**src/rtl/onoff_pkg.sv**
```systemverilog
// ----------------------------------------------------------------------------
// onoff_pkg: shared types and constants of the on/off server
// Beat formats of both channels, message codes and timing constants.
// ----------------------------------------------------------------------------
`timescale 1ns / 1ps

package onoff_pkg;

  typedef enum logic [1:0] {
    OP_TICK      = 2'd0,
    OP_GET       = 2'd1,
    OP_SET       = 2'd2,
    OP_SET_UNACK = 2'd3
  } op_e;

  typedef struct packed {
    op_e        op;
    logic       value;
    logic [7:0] tid;
    logic [15:0] src_addr;
    logic       has_timing;
    logic [7:0] trans_code;
    logic [7:0] delay_code;
  } in_beat_t;

  typedef struct packed {
    logic       led;
    logic       status_valid;
    logic       present;
    logic       target;
    logic       has_remaining;
    logic [7:0] remaining_code;
  } out_beat_t;

  localparam logic [5:0]  FOREVER_STEPS = 6'h3f;
  localparam logic [7:0]  FOREVER_CODE  = 8'h3f;
  localparam logic [10:0] DELAY_UNIT_MS = 11'd5;

  // Step length of each resolution, in ms.
  localparam logic [25:0] RES_MS [4] = '{26'd100, 26'd1000, 26'd10000, 26'd600000};

  // Largest time that 62 steps of each resolution cover.
  localparam logic [26:0] LIMIT_MS [4] = '{27'd6200, 27'd62000, 27'd620000, 27'd37200000};

  // ceil(2^S / RES_MS) with S = 20, 26, 33, 45; exact for quotients below 63.
  localparam logic [25:0] RECIP [4] = '{26'd10486, 26'd67109, 26'd858994, 26'd58640621};

endpackage

```
**src/rtl/onoff_server_with_timed_transition.sv**
```systemverilog
// ----------------------------------------------------------------------------
// onoff_server_with_timed_transition: generic on/off server, 1 ms tick driven
// Stage 1 encodes a beat's status from the updated state; stage 2 holds it.
// Throughput: one beat per cycle unless the output stalls; state registers
// update once per beat, overlapping the stage 1 status encoding.
// Reset: asynchronous, active low; clears all state, both channels empty.
// ----------------------------------------------------------------------------
`timescale 1ns / 1ps

module onoff_server_with_timed_transition (
  input  logic                  clk_i,
  input  logic                  rst_ni,
  input  logic                  in_valid_i,
  output logic                  in_stall_o,
  input  onoff_pkg::in_beat_t   in_beat_i,
  output logic                  out_valid_o,
  input  logic                  out_stall_i,
  output onoff_pkg::out_beat_t  out_beat_o
);

  import onoff_pkg::*;

  typedef enum logic [1:0] {
    PH_IDLE  = 2'd0,
    PH_DELAY = 2'd1,
    PH_TRANS = 2'd2
  } phase_e;

  // Server state
  logic        value_q, value_d;
  logic [7:0]  last_tid_q, last_tid_d;
  logic [15:0] last_src_q, last_src_d;
  phase_e      phase_q, phase_d;
  logic [25:0] cd_q, cd_d;
  logic [25:0] pend_q, pend_d;
  logic        forever_q, forever_d;
  logic        led_q, led_d;

  // Pipeline: stage 1 holds the opcode of the beat whose state update is done,
  // stage 2 is the output register.
  logic        s1_valid_q, s1_valid_d;
  op_e         s1_op_q, s1_op_d;
  logic        out_valid_q, out_valid_d;
  out_beat_t   out_q, out_d;

  logic in_accept;
  logic out_accept;
  logic s2_load;

  // Stage 2 may load when the output slot is empty or is being emptied.
  assign out_accept = out_valid_q && !out_stall_i;
  assign s2_load    = s1_valid_q && (!out_valid_q || !out_stall_i);
  // Take a new beat only once the beat in stage 1 has read its state.
  assign in_stall_o = s1_valid_q && !s2_load;
  assign in_accept  = in_valid_i && !in_stall_o;

  // --------------------------------------------------------------------------
  // Next state for the accepted beat
  // --------------------------------------------------------------------------
  logic [25:0] cd_dec;
  logic [7:0]  tcode;
  logic [7:0]  dcode;
  logic [5:0]  steps;
  logic        new_forever;
  logic [25:0] new_pend;
  logic [10:0] delay_ms;
  logic        set_taken;

  assign cd_dec   = (cd_q != '0) ? cd_q - 26'd1 : '0;
  assign tcode    = in_beat_i.has_timing ? in_beat_i.trans_code : '0;
  assign dcode    = in_beat_i.has_timing ? in_beat_i.delay_code : '0;
  assign steps    = tcode[5:0];
  assign new_forever = (steps == FOREVER_STEPS);
  // Step count times the step length of the chosen resolution.
  assign new_pend = new_forever ? '0 : 26'(steps) * RES_MS[tcode[7:6]];
  assign delay_ms = 11'(dcode) * DELAY_UNIT_MS;
  // Drop repeated transactions and sets that ask for the stored value.
  assign set_taken = !((in_beat_i.tid == last_tid_q) && (in_beat_i.src_addr == last_src_q))
                     && (in_beat_i.value != value_q);

  always_comb begin
    value_d    = value_q;
    last_tid_d = last_tid_q;
    last_src_d = last_src_q;
    phase_d    = phase_q;
    cd_d       = cd_q;
    pend_d     = pend_q;
    forever_d  = forever_q;
    led_d      = led_q;
    if (in_accept) begin
      case (in_beat_i.op) inside
        OP_TICK: begin
          unique case (phase_q)
            PH_DELAY: begin
              cd_d = cd_dec;
              if (cd_dec == '0) begin
                // Delay over: start the transition, or take the value now.
                if (forever_q || pend_q != '0) begin
                  led_d   = 1'b1;
                  phase_d = PH_TRANS;
                  cd_d    = pend_q;
                  pend_d  = '0;
                end else begin
                  led_d   = value_q;
                  phase_d = PH_IDLE;
                end
              end
            end
            PH_TRANS: begin
              // An endless transition holds until a new set arrives.
              if (!forever_q) begin
                cd_d = cd_dec;
                if (cd_dec == '0) begin
                  led_d   = value_q;
                  phase_d = PH_IDLE;
                end
              end
            end
            default: ;
          endcase
        end
        OP_SET, OP_SET_UNACK: begin
          if (set_taken) begin
            value_d    = in_beat_i.value;
            last_tid_d = in_beat_i.tid;
            last_src_d = in_beat_i.src_addr;
            forever_d  = new_forever;
            if (dcode == '0) begin
              // Zero delay ends within this beat.
              if (new_forever || new_pend != '0) begin
                led_d   = 1'b1;
                phase_d = PH_TRANS;
                cd_d    = new_pend;
                pend_d  = '0;
              end else begin
                led_d   = in_beat_i.value;
                phase_d = PH_IDLE;
                cd_d    = '0;
                pend_d  = '0;
              end
            end else begin
              phase_d = PH_DELAY;
              cd_d    = 26'(delay_ms);
              pend_d  = new_pend;
            end
          end
        end
        default: ;
      endcase
    end
  end

  // --------------------------------------------------------------------------
  // Status of the beat in stage 1, built from the updated state
  // --------------------------------------------------------------------------
  logic        active;
  logic        endless;
  logic [26:0] rem;
  logic [1:0]  res_idx;
  logic        too_long;
  logic [26:0] rem_up;
  logic [51:0] prod;
  logic [5:0]  quot;
  logic [7:0]  rem_code;
  logic        is_status;

  assign active  = (phase_q == PH_DELAY) || (phase_q == PH_TRANS);
  assign endless = active && forever_q;
  assign rem     = !active ? '0
                 : {1'b0, cd_q} + ((phase_q == PH_DELAY) ? {1'b0, pend_q} : 27'd0);

  // Finest resolution whose 62 steps still cover the remaining time.
  always_comb begin
    too_long = 1'b0;
    if (rem <= LIMIT_MS[0]) begin
      res_idx = 2'd0;
    end else if (rem <= LIMIT_MS[1]) begin
      res_idx = 2'd1;
    end else if (rem <= LIMIT_MS[2]) begin
      res_idx = 2'd2;
    end else begin
      res_idx  = 2'd3;
      too_long = (rem > LIMIT_MS[3]);
    end
  end

  // Round up, then divide by the step length through its reciprocal.
  assign rem_up = rem + {1'b0, RES_MS[res_idx]} - 27'd1;
  assign prod   = 52'(rem_up[25:0]) * 52'(RECIP[res_idx]);

  always_comb begin
    case (res_idx)
      2'd0:    quot = prod[25:20];
      2'd1:    quot = prod[31:26];
      2'd2:    quot = prod[38:33];
      default: quot = prod[50:45];
    endcase
  end

  assign rem_code  = (endless || too_long) ? FOREVER_CODE : {res_idx, quot};
  assign is_status = (s1_op_q == OP_GET) || (s1_op_q == OP_SET);

  always_comb begin
    out_d = '0;
    out_d.led = led_q;
    if (is_status) begin
      out_d.status_valid = 1'b1;
      if (endless || rem != '0) begin
        out_d.present        = ~value_q;
        out_d.target         = value_q;
        out_d.has_remaining  = 1'b1;
        out_d.remaining_code = rem_code;
      end else begin
        out_d.present = value_q;
      end
    end
  end

  // --------------------------------------------------------------------------
  // Handshake bookkeeping
  // --------------------------------------------------------------------------
  always_comb begin
    s1_valid_d = s1_valid_q;
    s1_op_d    = s1_op_q;
    if (in_accept) begin
      s1_valid_d = 1'b1;
      s1_op_d    = in_beat_i.op;
    end else if (s2_load) begin
      s1_valid_d = 1'b0;
    end
    out_valid_d = out_valid_q;
    if (s2_load) begin
      out_valid_d = 1'b1;
    end else if (out_accept) begin
      out_valid_d = 1'b0;
    end
  end

  always_ff @(posedge clk_i or negedge rst_ni) begin
    if (!rst_ni) begin
      value_q     <= 1'b0;
      last_tid_q  <= '0;
      last_src_q  <= '0;
      phase_q     <= PH_IDLE;
      cd_q        <= '0;
      pend_q      <= '0;
      forever_q   <= 1'b0;
      led_q       <= 1'b0;
      s1_valid_q  <= 1'b0;
      s1_op_q     <= OP_TICK;
      out_valid_q <= 1'b0;
      out_q       <= '0;
    end else begin
      value_q     <= value_d;
      last_tid_q  <= last_tid_d;
      last_src_q  <= last_src_d;
      phase_q     <= phase_d;
      cd_q        <= cd_d;
      pend_q      <= pend_d;
      forever_q   <= forever_d;
      led_q       <= led_d;
      s1_valid_q  <= s1_valid_d;
      s1_op_q     <= s1_op_d;
      out_valid_q <= out_valid_d;
      if (s2_load) begin
        out_q <= out_d;
      end
    end
  end

  assign out_valid_o = out_valid_q;
  assign out_beat_o  = out_q;

`ifndef ASSERT_OFF
  // A running delay always has time left: a zero delay resolves at once.
  a_delay_nonzero: assert property (@(posedge clk_i) disable iff (!rst_ni)
    phase_q == PH_DELAY |-> cd_q != '0)
    else $error("delay phase with empty countdown");

  // A timed transition in progress always has time left.
  a_trans_nonzero: assert property (@(posedge clk_i) disable iff (!rst_ni)
    (phase_q == PH_TRANS && !forever_q) |-> cd_q != '0)
    else $error("timed transition with empty countdown");

  // An endless transition carries no pending time.
  a_forever_pend: assert property (@(posedge clk_i) disable iff (!rst_ni)
    forever_q |-> pend_q == '0)
    else $error("pending time kept with endless transition");

  // A beat stalls at the input only behind a blocked output slot.
  a_stall_cause: assert property (@(posedge clk_i) disable iff (!rst_ni)
    in_stall_o |-> (s1_valid_q && out_valid_q && out_stall_i))
    else $error("input stalled without a blocked output");
`endif

endmodule
```
**config.mk**
```make
export PLATFORM = sky130hd
export DESIGN_NAME = onoff_server_with_timed_transition
export DESIGN_NICKNAME = d
export VERILOG_FILES = /design/src/rtl/onoff_pkg.sv /design/src/rtl/onoff_server_with_timed_transition.sv
export SDC_FILE = /design/constraint.sdc
export NUM_CORES = 2
export LEC_CHECK = 0
export BUFFER_PORTS_ARGS = -buffer_cell sky130_fd_sc_hd__buf_2
export CELL_PAD_IN_SITES_DETAIL_PLACEMENT = 1
export CELL_PAD_IN_SITES_GLOBAL_PLACEMENT = 1
export CORE_AREA = 2 2 238 240
export CTS_BUF_LIST = sky130_fd_sc_hd__clkbuf_2
export DETAILED_ROUTE_END_ITERATION = 10
export DIE_AREA = 0 0 240 242
export PLACE_DENSITY_LB_ADDON = 0.1
export SLEW_MARGIN = 15
export SYNTH_ARGS = -nofsm -noshare
export SYNTH_HDL_FRONTEND = slang
export SYNTH_SLANG_ARGS = --single-unit
```
**constraint.sdc**
```tcl
create_clock -name clk_i -period 24.1 [get_ports clk_i]
set_input_delay 1.205 -clock clk_i [delete_from_list [all_inputs] [get_ports clk_i]]
set_output_delay 1.205 -clock clk_i [all_outputs]
set_load 0.1 [all_outputs]
```
# == Word level (Yosys, flattened, before mapping) ==
# Cells that the tools add are included.
# Widths: inputs -> output; s select.
# totals
word_cells,157
regBits,98
inputBits,48
output_inout_bits,15
# op_classes
n_addsub,4
n_eq_ne,19
n_lt_le_gt_ge,6
multipliers,3
n_reduce_logical,38
mux,66
n_bitwise,4
# op_table
cell,count
$mux 26,24
$bmux 26 s2,3
$reduce_bool 26->1,3
$pmux 26 s2,1
$sub 26x1->26 const B,2
$mul 26x26->51,1
$add 26x26->27,1
$gt 27x26->1 const B,1
$le 27x13->1 const B,1
$le 27x16->1 const B,1
$le 27x20->1 const B,1
$mux 27,1
$reduce_bool 27->1,1
$add 26x26->26,1
$logic_not 26->1,1
$mul 6x26->26,1
$mux 8,3
$mux 2,11
$mux 1,18
$pmux 6 s3,1
$eq 16x16->1,1
$mux 12,1
$mul 8x3->11 const B,1
$eq 2x2->1 const B,5
25 further kinds,55

# == Logic depth before layout (Yosys ltp) ==
# depth
depth_word,19
ltp_mapped,70
mapped_depth_nobuf,67

# == Least setup slack after synthesis ==
# Ideal clock, no wire load.
# synth_path
path_type,reg-to-reg
start,register phase_q[1]
end,"register out_q, in the netlist out_beat_o[2]"
path_slack_ns,9.621
setup_ns,0.132
stages_incl_launch_ff,65
t_required_ns,23.968
path_buffers,6
arrival_time_ns,14.347
synth_period_minus_slack_ns,14.479
path_cell_list,dfrtp_1 inv_1 ha_1 clkbuf_1 and2_1 ha_1 buf_6 a21oi_1 nand2_1 a221o_2 a211oi_2 nor3b_1 o21bai_1 a21oi_1 xnor2_1 nand2_1 ha_1 inv_1 (+29 left out) inv_1 fa_1 fa_1 fa_1 inv_1 fa_1 inv_1 ha_1 a21oi_1 a21oi_1 a211oi_2 a2bb2oi_1 o21ai_0 a21oi_1 xnor2_1 a221oi_1 a221o_1 nand3_1
# synth_via
elab_chain_len,19
elab_cells_between_ends,37
classes_between,add/sub (3); mul (1); order compare (4); eq/ne (4); mux (18); bitwise (1); reduce/logical (6)
# synth_rtl
element,line,rtl
start: declaration,onoff_server_with_timed_transition.sv:33,"phase_e phase_q, phase_d;"
start signal: assignment,onoff_server_with_timed_transition.sv:257,phase_q <= phase_d;
$eq 2x1->1,"onoff_server_with_timed_transition.sv:167, onoff_server_with_timed_transition.sv:170",
$mux 26,onoff_server_with_timed_transition.sv:170,": {1'b0, cd_q} + ((phase_q == PH_DELAY) ? {1'b0, pend_q} : 27'd0);"
$add 26x26->27,onoff_server_with_timed_transition.sv:170,
$mux 27,onoff_server_with_timed_transition.sv:169,assign rem = !active ? '0
$le 27x20->1,onoff_server_with_timed_transition.sv:179,end else if (rem <= LIMIT_MS[2]) begin
$mux 1,onoff_server_with_timed_transition.sv:179,
$mux 2,onoff_server_with_timed_transition.sv:177,end else if (rem <= LIMIT_MS[1]) begin
$mux 2,onoff_server_with_timed_transition.sv:175,if (rem <= LIMIT_MS[0]) begin
(+2 left out),-,
$mux 26 (not written as such) (2 in series),onoff_server_with_timed_transition.sv:188,"assign rem_up = rem + {1'b0, RES_MS[res_idx]} - 27'd1;"
$add 26x26->26,onoff_server_with_timed_transition.sv:188,
$sub 26x1->26,onoff_server_with_timed_transition.sv:188,
$mul 26x26->51,onoff_server_with_timed_transition.sv:189,assign prod = 52'(rem_up[25:0]) * 52'(RECIP[res_idx]);
$pmux 6 s3,onoff_server_with_timed_transition.sv:192,case (res_idx)
$mux 8,onoff_server_with_timed_transition.sv:200,"assign rem_code = (endless || too_long) ? FOREVER_CODE : {res_idx, quot};"
$mux 10 *,onoff_server_with_timed_transition.sv:208,if (endless || rem != '0) begin
$mux 12 *,onoff_server_with_timed_transition.sv:206,if (is_status) begin
end signal: assignment,onoff_server_with_timed_transition.sv:266,out_q <= out_d;
end: declaration,onoff_server_with_timed_transition.sv:44,"out_beat_t out_q, out_d;"
# Every way passes the cells marked *; elsewhere a longest branch is shown, timed or not. The select of a mux whose other input is x is not followed.
# A chain may end at the register's enable or synchronous reset.

# == Worst setup path after layout ==
# layout_path
start,register phase_q[1]
end,"register out_q, in the netlist out_beat_o[5]"
# Same word-level chain as after synthesis.

==> flow_summary.ini <==
[yosys]
synth_edf_count = 0
ys_async_sr_fraction_pct = 100
seq_area_frac_synth_pct = 7.83
syn_area_mm2 = 0.0307
yosys.area.top_type_share_pct = 37.9
ys_types = 98
synthTopCellsByArea = fa_1, ha_1, inv_1
postSynthCellCount = 3452
synth_flop_cell = dfrtp_1
ys_ff_latch = 96
yosysTopAreaCell = fa_1
synth_warnings = 0
syn_area_per_cell_um2 = 8.88

[detailed_routing]
routed_wl_um = 106000
drt_iter0_markers = 1791
viasPerCell = 5.93
dr_total_vias = 25100
firstDrtPassIters = 5
wl_per_cell_um = 25.0
antenna_left = 0
route.detailed.drc = 0

[cells_and_area]
seqCellArea_mm2 = 0.00240
area_delta_synth_final_pct = 4.03
layout.nets = 4437
final_common_cell = inv_1
layout_common_cells = inv_1, fa_1, ha_1
drive_gt1_share_pct = 5.61
num-fill-cells = 6668
fin_area_mm2 = 0.0319
final_cells = 4232
multi_input_area_mm2 = 0.0247

[placement]
dp_hpwl_um = 91900
gp_congestion = 0.992
io_buffer_count = 62
place_inst = 4214
dpl_cell_area_mm2 = 0.0318

[floorplan]
die_area_mm2 = 0.0581
core_mm2 = 0.0557
rows = 87
fp.dieH_um = 242
ioPinCount = 63
die_w_um = 240
start_util_pct = 55.0

[clock_network]
clk_pin_slew_ps = 340
cts_resized = 0
clk_path_buf_depth = 2
numCtsBuffers = 9
cts_hold_buf = 0
cts.sink_count = 96
insertion_delay_ps = 750
cts_root_buffer = clkbuf_2
postCtsSetupRepairBufs = 0
h-tree-depth = 3
cts_tree = built

[grt]
grt_pass1_vias = 28800
antenna_found_initial = 3
grt_overflow = 0
grt_max_degree = 69
grt_pass1_wl_um = 165000
grt.total_usage_pct = 37.5

[outcome]
status = complete, no violations

[setup_path]
path_max_fanout = 33
arrival_ps = 18700
worst_setup_path_end_kind = flip-flop
start_kind = flip-flop
crit_required_ps = 24770
cp_slowest_cell = clkinv_1
slowest_delay_ps = 690
path_class = flip-flop to flip-flop

[sta]
rsz0062_at_grt = no
layout_min_cycle_time_ps = 18030
fin_tns_setup_ps = 0
worst_pin_slew_ps = 1110
slew_headroom_pct = 26.2
layout_worst_path_cycle_share_pct = 74.8
fin_skew_ps = 44.0
slew_viol_final = 0
fmaxAchievable_mhz = 55.5
hold_viol = 0
setup_viol = 0

[min_path]
hold_path_class = input port to async pin

[job]
cap_violations = 0
==> final timing paths <==
path | startpoint | to | slack, ps | cells after the start
hold / removal | rst_ni | last_tid_q[2] | 290 | 1
max in group asynchronous | rst_ni | pend_q[10] | 22520 | 2
setup / recovery | phase_q[1] | out_beat_o[5] | 6070 | 62
setup reg to reg | phase_q[1] | out_beat_o[5] | 6070 | 62
hold reg to reg | out_beat_o[11] | out_beat_o[11] | 530 | 1
min in group clk_i | out_beat_o[11] | out_beat_o[11] | 530 | 1
==> worst max-delay path: cells and delay by family (launching register included) <==
family	cells	cell delay, ps
AOI/OAI and AO/OA	22	5870
xor gates and xnor gates	3	780
adders and majority gates	14	6450
buffers and inverters	10	1940
DFF	1	460
and+or+nand+nor	13	2400
==> cell usage after synthesis (15+ instances only) <==
| library cell | number |
|---|---|
| a211oi_1 | 15 |
| nor2_1 | 308 |
| a22o_1 | 20 |
| a21oi_1 | 122 |
| xnor2_1 | 71 |
| xor2_1 | 53 |
| nor4_1 | 28 |
| clkbuf_1 | 52 |
| nand3_1 | 58 |
| inv_1 | 840 |
| o21bai_1 | 17 |
| nand2_1 | 220 |
| ha_1 | 340 |
| o21ai_0 | 63 |
| nand2b_1 | 27 |
| a21o_1 | 46 |
| nand4_1 | 28 |
| and2_1 | 55 |
| mux2_2 | 32 |
| o21a_1 | 16 |
| nor3_1 | 34 |
| o211ai_1 | 15 |
| fa_1 | 580 |
| buf_2 | 23 |
| dfrtp_1 | 96 |
| and3_1 | 19 |
| a31oi_1 | 15 |
| nor2b_1 | 28 |
==> cell families (layout without fill, tap and decap cells) <==
logic type | Yosys count | in the layout | synth area share (%)
compound gates | 449 | 449 | 9.95
buf+inv | 945 | 965 | 11.8
simple gates | 876 | 876 | 13.6
fa+ha+maj | 920 | 920 | 51.7
xor+xnor | 124 | 124 | 3.54
mux | 41 | 41 | 1.50
flops | 96 | 96 | 7.83
other cells | 1 | 5 | 0.0122
==> sequential cells by signal, indices dropped and copies added, names as in the netlist <==
register     flops
forever_q        1
phase_q          2
last_src_q      16
value_q          1
s1_op_q          2
pend_q          24
led_q            1
cd_q            26
out_beat_o      13
last_tid_q       8
out_valid_o      1
s1_valid_q       1
==> metrics by stage <==
stage / setup slack [ps] / util, % / hold WS (ps)
CTS: 6390 / 57.2 / 241
global route: 5150 / 57.2 / 253
global placement: 7280 / 57.0 / 457
detailed placement: 6450 / 57.0 / 469
floorplan: 9620 / - / 443
finish: 6070 / 57.2 / 295
==> area by class of cell <==
| class | count | area share, % |
|---|---|---|
| Multi-Input combinational cell | 2413 | 77.3 |
| Timing Repair Buffer | 94 | 1.73 |
| Clock buffer | 9 | 0.141 |
| Antenna cell | 2 | 0.0157 |
| Tap cell | 756 | 2.96 |
| Sequential cell | 96 | 7.53 |
| Inverter | 855 | 10.1 |
| Clock inverter | 7 | 0.231 |
==> metal layers <==
| metal | routed length (um) | share of wire, % | track usage (%) | up-vias |
|---|---|---|---|---|
| met5 | 0 | 0 | 0 | - |
| met4 | 6480 | 6.1 | 19.9 | 0 |
| met3 | 5870 | 5.6 | 5.00 | 356 |
| met2 | 54500 | 51 | 67.1 | 1004 |
| met1 | 39000 | 37 | 43.3 | 12900 |
| li1 | - | - | - | 10900 |
Power is not shown: default switching activity piles up to over one toggle a cycle in this logic, so the estimate is an artifact.
